## src/design/crcfc_pkg.sv

```systemverilog
`timescale 1ns / 1ps

package crcfc_pkg;

  localparam int DefMaxFrameLen   = 255;
  localparam int DefMaxPayloadLen = 252;

  localparam logic [15:0] CrcInit = 16'hFFFF;
  localparam logic [15:0] CrcPoly = 16'h1021;
  localparam logic [15:0] CrcMsb  = 16'h8000;

  // Smallest legal frame: eight header bytes, no payload, two CRC bytes.
  localparam int MinFrameLen = 10;

  // Result queue depth; two free slots are needed to take a request.
  localparam int ResQDepth = 4;
  localparam int ResQPtrW  = $clog2(ResQDepth);
  localparam int ResQCntW  = $clog2(ResQDepth + 1);

  typedef enum logic [2:0] {
    StOk         = 3'd0,
    StTooShort   = 3'd1,
    StCrcBad     = 3'd2,
    StPayloadBig = 3'd3,
    StFrameLong  = 3'd4
  } status_e;

  typedef enum logic {
    KindPayload = 1'b0,
    KindVerdict = 1'b1
  } kind_e;

  typedef struct packed {
    kind_e       kind;
    logic [7:0]  payload_byte;
    logic [7:0]  op;
    logic [15:0] subject;
    logic [7:0]  len_byte;
    status_e     status;
    logic        last;
  } result_t;

  // Results produced by one request, first in order before second.
  typedef struct packed {
    logic [1:0] cnt;
    result_t    first;
    result_t    second;
  } push_t;

  // Byte-wide CRC-16 update, MSB first.
  function automatic logic [15:0] crc_byte(input logic [15:0] crc, input logic [7:0] b);
    logic [15:0] c;
    c = crc ^ {b, 8'h00};
    for (int i = 0; i < 8; i++) begin
      if ((c & CrcMsb) != 16'h0000) begin
        c = {c[14:0], 1'b0} ^ CrcPoly;
      end else begin
        c = {c[14:0], 1'b0};
      end
    end
    return c;
  endfunction

endpackage

```

## src/design/crcfc_frame.sv

```systemverilog
`timescale 1ns / 1ps

module crcfc_frame #(
  parameter int MAX_FRAME_LEN   = crcfc_pkg::DefMaxFrameLen,
  parameter int MAX_PAYLOAD_LEN = crcfc_pkg::DefMaxPayloadLen
) (
  input  logic            clk_i,
  input  logic            rst_ni,
  input  logic            accept_i,
  input  logic [7:0]      rx_byte_i,
  input  logic            frame_end_i,
  output crcfc_pkg::push_t push_o
);
  import crcfc_pkg::*;

  localparam logic [8:0] MaxFrame   = 9'(MAX_FRAME_LEN);
  localparam logic [7:0] MaxPayload = 8'(MAX_PAYLOAD_LEN);
  localparam logic [8:0] MinLess1   = 9'(MinFrameLen - 1);

  logic [7:0]  dly0_q, dly1_q;
  logic [8:0]  pos_q, pos_d;
  logic [15:0] crc_q, crc_d;
  logic [7:0]  op_q, op_d;
  logic [15:0] subj_q, subj_d;
  logic [7:0]  plen_q, plen_d;
  logic [7:0]  emitted_q, emitted_d;

  logic [8:0] old_pos;
  logic       emit;
  status_e    status;
  result_t    pay_res, ver_res;

  assign old_pos = pos_q - 9'd2;

  always_comb begin
    crc_d     = crc_q;
    op_d      = op_q;
    subj_d    = subj_q;
    plen_d    = plen_q;
    emitted_d = emitted_q;
    emit      = 1'b0;
    if (pos_q >= 9'd2) begin
      crc_d = crc_byte(crc_q, dly0_q);
      case (old_pos)
        9'd0: op_d = dly0_q;
        9'd3: subj_d = {dly0_q, subj_q[7:0]};
        9'd4: subj_d = {subj_q[15:8], dly0_q};
        9'd7: plen_d = dly0_q;
        default: begin
          if (old_pos >= 9'd8 && plen_q <= MaxPayload && emitted_q < plen_q) begin
            emit      = 1'b1;
            emitted_d = emitted_q + 8'd1;
          end
        end
      endcase
    end
  end

  // Status priority: short, long, CRC, payload length.
  always_comb begin
    if (pos_q < MinLess1) begin
      status = StTooShort;
    end else if (pos_q >= MaxFrame) begin
      status = StFrameLong;
    end else if (crc_d != {dly1_q, rx_byte_i}) begin
      status = StCrcBad;
    end else if (plen_d > MaxPayload) begin
      status = StPayloadBig;
    end else begin
      status = StOk;
    end
  end

  always_comb begin
    pay_res              = '0;
    pay_res.kind         = KindPayload;
    pay_res.payload_byte = dly0_q;
    pay_res.status       = StOk;
    ver_res              = '0;
    ver_res.kind         = KindVerdict;
    ver_res.op           = op_d;
    ver_res.subject      = subj_d;
    ver_res.len_byte     = plen_d;
    ver_res.status       = status;
    ver_res.last         = 1'b1;
  end

  always_comb begin
    push_o = '0;
    if (accept_i) begin
      if (emit) begin
        push_o.first  = pay_res;
        push_o.second = ver_res;
        push_o.cnt    = frame_end_i ? 2'd2 : 2'd1;
      end else if (frame_end_i) begin
        push_o.first = ver_res;
        push_o.cnt   = 2'd1;
      end
    end
  end

  assign pos_d = (pos_q == 9'h1FF) ? pos_q : pos_q + 9'd1;

  always_ff @(posedge clk_i or negedge rst_ni) begin
    if (!rst_ni) begin
      dly0_q    <= '0;
      dly1_q    <= '0;
      pos_q     <= '0;
      crc_q     <= CrcInit;
      op_q      <= '0;
      subj_q    <= '0;
      plen_q    <= '0;
      emitted_q <= '0;
    end else if (accept_i) begin
      if (frame_end_i) begin
        dly0_q    <= '0;
        dly1_q    <= '0;
        pos_q     <= '0;
        crc_q     <= CrcInit;
        op_q      <= '0;
        subj_q    <= '0;
        plen_q    <= '0;
        emitted_q <= '0;
      end else begin
        dly0_q    <= dly1_q;
        dly1_q    <= rx_byte_i;
        pos_q     <= pos_d;
        crc_q     <= crc_d;
        op_q      <= op_d;
        subj_q    <= subj_d;
        plen_q    <= plen_d;
        emitted_q <= emitted_d;
      end
    end
  end

  // Never emit more payload bytes than the header announced.
  assert property (@(posedge clk_i) disable iff (!rst_ni)
    emitted_q <= plen_q || emitted_q == 8'd0)
    else $error("payload emitted count exceeds length");

  // A verdict is always the last result of its request.
  assert property (@(posedge clk_i) disable iff (!rst_ni)
    (accept_i && frame_end_i) |->
      ((push_o.cnt == 2'd1 && push_o.first.last) ||
       (push_o.cnt == 2'd2 && push_o.second.last && !push_o.first.last)))
    else $error("verdict missing from end-of-frame push");

  // Frame state restarts after each verdict.
  assert property (@(posedge clk_i) disable iff (!rst_ni)
    (accept_i && frame_end_i) |=> (pos_q == 9'd0 && crc_q == CrcInit))
    else $error("frame state not cleared after verdict");

endmodule

```

## config.mk

```make
export PLATFORM = sky130hd
export DESIGN_NAME = crcfc_frame
export DESIGN_NICKNAME = d
export VERILOG_FILES = /design/src/design/crcfc_pkg.sv /design/src/design/crcfc_frame.sv
export SDC_FILE = /design/constraint.sdc
export NUM_CORES = 1
export LEC_CHECK = 0
export BUFFER_PORTS_ARGS = -buffer_cell sky130_fd_sc_hd__buf_2
export CORE_MARGIN = 1
export CORE_UTILIZATION = 44
export CTS_BUF_LIST = sky130_fd_sc_hd__clkbuf_4
export DETAILED_ROUTE_END_ITERATION = 6
export HOLD_SLACK_MARGIN = 0.15
export PLACE_DENSITY = 0.76
export SLEW_MARGIN = 20
export SYNTH_ARGS = -nofsm -noshare
export SYNTH_HDL_FRONTEND = slang
export SYNTH_SLANG_ARGS = --single-unit
```

## constraint.sdc

```tcl
create_clock -name clk_i -period 3.4 [get_ports clk_i]
set_input_delay 0.17 -clock clk_i [delete_from_list [all_inputs] [get_ports clk_i]]
set_output_delay 0.17 -clock clk_i [all_outputs]
set_load 0.02 [all_outputs]
```

==> flow_metrics.env <==
export IMPL_status="finished, violations left"
export IMPL_violations="negative setup slack"
export IMPL_synth_top_family_by_area="compound AO/OA/AOI/OAI gates"
export IMPL_yosys_area_share_simple=0.159
export IMPL_ys_async_sr_fraction=1.00
export IMPL_max_freq_mhz=265
export IMPL_gp_routability_congestion=0.936
export IMPL_grt_overflow_total=0
export IMPL_drt_iter0_drc=483
export IMPL_clock_power_share=0.162
export IMPL_nFillCells=1164
export IMPL_synthesis_area_sq_um=5790
export IMPL_drv_cap=0
export IMPL_rsz0062_at_grt="yes"
export IMPL_crit_fanout=15
export IMPL_dpl_worst_slack_ns=0.0456
export IMPL_syn_area_per_cell_sq_um=9.12
export IMPL_vias_per_cell=5.79
export IMPL_clk_latency_ns=0.47
export IMPL_synth_area_leaders="dfrtp_1 (28%), dfstp_2 (7.3%), mux2i_1 (7.3%)"
export IMPL_leakagePower_nw=3.24
export IMPL_cts_buffers=9
export IMPL_internal_power_w=0.00227
export IMPL_ys_warn_count=0
export IMPL_placementRows=41
export IMPL_fin_nets=764
export IMPL_io_pins=104
export IMPL_r2r_slack_ns=0.46
export IMPL_arrival_ns=3.60
export IMPL_crit_required_ns=3.23
export IMPL_yosysTopAreaCell="dfrtp_1"
export IMPL_ir_drop_mv=0.249
export IMPL_vias=5277
export IMPL_hold_class="input port to flip-flop"
export IMPL_fin_worst_skew_ns=0.0203
export IMPL_cts_root_buf="clkbuf_4"
export IMPL_slew_headroom=0.324
export IMPL_setup_viol=4
export IMPL_grt_pass1_wl_mm=25.2
export IMPL_final_cells=911
export IMPL_core_area_sq_um=12700
export IMPL_synth_compound_area_frac=0.197
export IMPL_max_slew_worst_pin_slew_ns=1.01
export IMPL_h_tree_depth=3
export IMPL_fp_dieArea_sq_um=13600
export IMPL_synthMuxAreaShare=0.0745
export IMPL_min_period_over_period=1.11
export IMPL_clk_pin_slew_ns=0.15
export IMPL_min_period_ns=3.77
export IMPL_synth_xor_area_share=0.107
export IMPL_firstDrtPassIters=5
export IMPL_n_antenna_cell=0
export IMPL_die_h_microns=117
export IMPL_synth_top_area_share=0.281
export IMPL_area_growth_syn_to_layout_pct=19.3
export IMPL_setup_slack_ns=-0.370
export IMPL_place_inst=877
export IMPL_wl_per_cell_microns=17.9
export IMPL_cts_tree="yes"
export IMPL_drc=0
export IMPL_initial_core_util=0.455
export IMPL_yosys_area_share_adder=0.0389
export IMPL_seq_power_share=0.352
export IMPL_clockBufferDepth=2
export IMPL_drtAntennaViolNets=0
export IMPL_critPathKind="flip-flop to primary output"
export IMPL_final_cell_mix="nor2_1 (100), buf_2 (92), dfrtp_1 (64)"
export IMPL_port_buffers=95
export IMPL_grt_antenna_before_repair=0
export IMPL_ys_ff_latch=81
export IMPL_end_kind="primary output"
export IMPL_die_w_microns=117
export IMPL_cp_start_kind="flip-flop"
export IMPL_hpwl_mm=11.1
export IMPL_grt_max_degree=82
export IMPL_power_frac_comb=0.485
export IMPL_power_density_nw_per_um2=548
export IMPL_hold_viol_final=0
export IMPL_switching_share=0.402
export IMPL_final_common_cell="nor2_1"
export IMPL_grt_pass1_vias=4887
export IMPL_yosysSeqAreaShare=0.353
export IMPL_cts_sinks=81
export IMPL_p_switching_w=0.00152
export IMPL_ys_types=55
export IMPL_grtUsageTotal=0.242
export IMPL_layout_drive_gt1_share=0.268
export IMPL_synth_enable_flop_cells=0
export IMPL_synth_ff_type="dfrtp_1"
export IMPL_finalWirelength_mm=16.3
export IMPL_maxSlewViolCount=0
export IMPL_netlist_instances=635
[registers in the layout, summed over array words and instances, names as in the netlist]
register and cells:
emitted_q 8, dly0_q 8, pos_q 9, op_q 8, dly1_q 8, crc_q 16, plen_q 8, subj_q 16
[repair_timing]
item,in CTS,in global routing
buffers inserted,4,4
setup endpoints to repair,66,69
endpoints found under the hold margin,73,0
gates cloned,0,1
hold buffers,9,0
pin swaps,7,9
resized for setup,13,30
[cells by family after synthesis]
family                   count (synthesis)
adder cells (fa/ha/maj)                 18
AND/OR/NAND/NOR                        192
buffers and inverters                   89
AO/OA/AOI/OAI                          155
flip-flops                              81
multiplexers                            43
XOR/XNOR                                56
other                                    1
[per-stage QoR]
stage / hold WS [ns] / setup TNS (ns) / area [sq um] / total power, W / utilization
2_1_floorplan: -0.126 / 0 / 5820 / 0.00259 / -
3_3_place_gp: 0.418 / 0 / 6440 / 0.00292 / 0.506
3_5_place_dp: 0.429 / 0 / 6440 / 0.00298 / 0.506
4_1_cts: 0.186 / -0.913 / 6760 / 0.00365 / 0.531
5_1_grt: 0.215 / -1.67 / 6910 / 0.00401 / 0.543
6_report: 0.219 / -1.18 / 6910 / 0.00379 / 0.543
[final cells by class]
| class | instances | area [sq um] | share of cell area |
|---|---|---|---|
| Multi-Input combinational cell | 472 | 3500 | 0.506 |
| Tap cell | 172 | 215 | 0.0311 |
| Clock buffer | 10 | 75.1 | 0.0109 |
| Clock inverter | 6 | 67.6 | 0.00978 |
| Inverter | 30 | 116 | 0.0168 |
| Timing Repair Buffer | 139 | 883 | 0.128 |
| Sequential cell | 81 | 2050 | 0.296 |
| Timing Repair inverter | 1 | 7.51 | 0.00109 |
[synth_stat cells (6+ instances only)]
cell and count:
o22a_1 24, nand3_1 6, mux2i_1 42, nor2_1 100, nand2_1 18, o22ai_1 9
buf_2 8, inv_1 30, clkbuf_1 36, a21oi_1 17, and2_1 21, xnor2_1 27
dfstp_2 16, ha_1 18, xor2_1 19, o21ai_0 17, nand3b_1 7, o2bb2ai_1 27
nand4_1 12, xnor3_1 7, o31ai_1 7, buf_4 10, dfrtp_1 65, a22oi_1 35
[power by group through the flow]
| stage | combinational, W | clock [W] | sequential, W |
|---|---|---|---|
| final | 0.00184 | 0.000615 | 0.00134 |
| after global routing | 0.00198 | 0.000669 | 0.00136 |
| after CTS | 0.00171 | 0.000626 | 0.00132 |
| after detailed placement | 0.00164 | 0 | 0.00134 |
| after global placement | 0.00159 | 0 | 0.00133 |
| after floorplan | 0.00131 | 0 | 0.00129 |
[worst max-delay path, cell delays in order (launching register included)]
cell and delay (ns):
dfrtp_2 0.47, inv_2 0.10, ha_4 0.17, nand2b_4 0.05, a2111o_2 0.58, buf_12 0.20, mux2i_1 0.19, xor2_1 0.25
nand4_1 0.18, or4b_4 0.61, a21oi_2 0.18, buf_4 0.16
[worst paths after layout]
path	start	to	cells after the start
worst max-delay path	pos_q[2]$_DFFE_PN0P_	push_o[46]	11
worst min-delay path	accept_i	crc_q[15]$_DFFE_PN1P_	2
worst max register to register	pos_q[2]$_DFFE_PN0P_	subj_q[4]$_DFFE_PN0P_	11
worst min register to register	subj_q[13]$_DFFE_PN0P_	subj_q[13]$_DFFE_PN0P_	1
max in group asynchronous	rst_ni	pos_q[2]$_DFFE_PN0P_	2
min in group asynchronous	rst_ni	subj_q[12]$_DFFE_PN0P_	2
[layer usage]
| metal | routed length, microns | share of wire | global-route usage |
|---|---|---|---|
| met2 | 7670 | 0.47 | 0.392 |
| met3 | 943 | 0.058 | 0.0363 |
| met1 | 7320 | 0.45 | 0.328 |
| met4 | 415 | 0.025 | 0.0878 |
| met5 | 0 | 0 | 0 |
No activity file was read; power rests on OpenSTA's default activity.
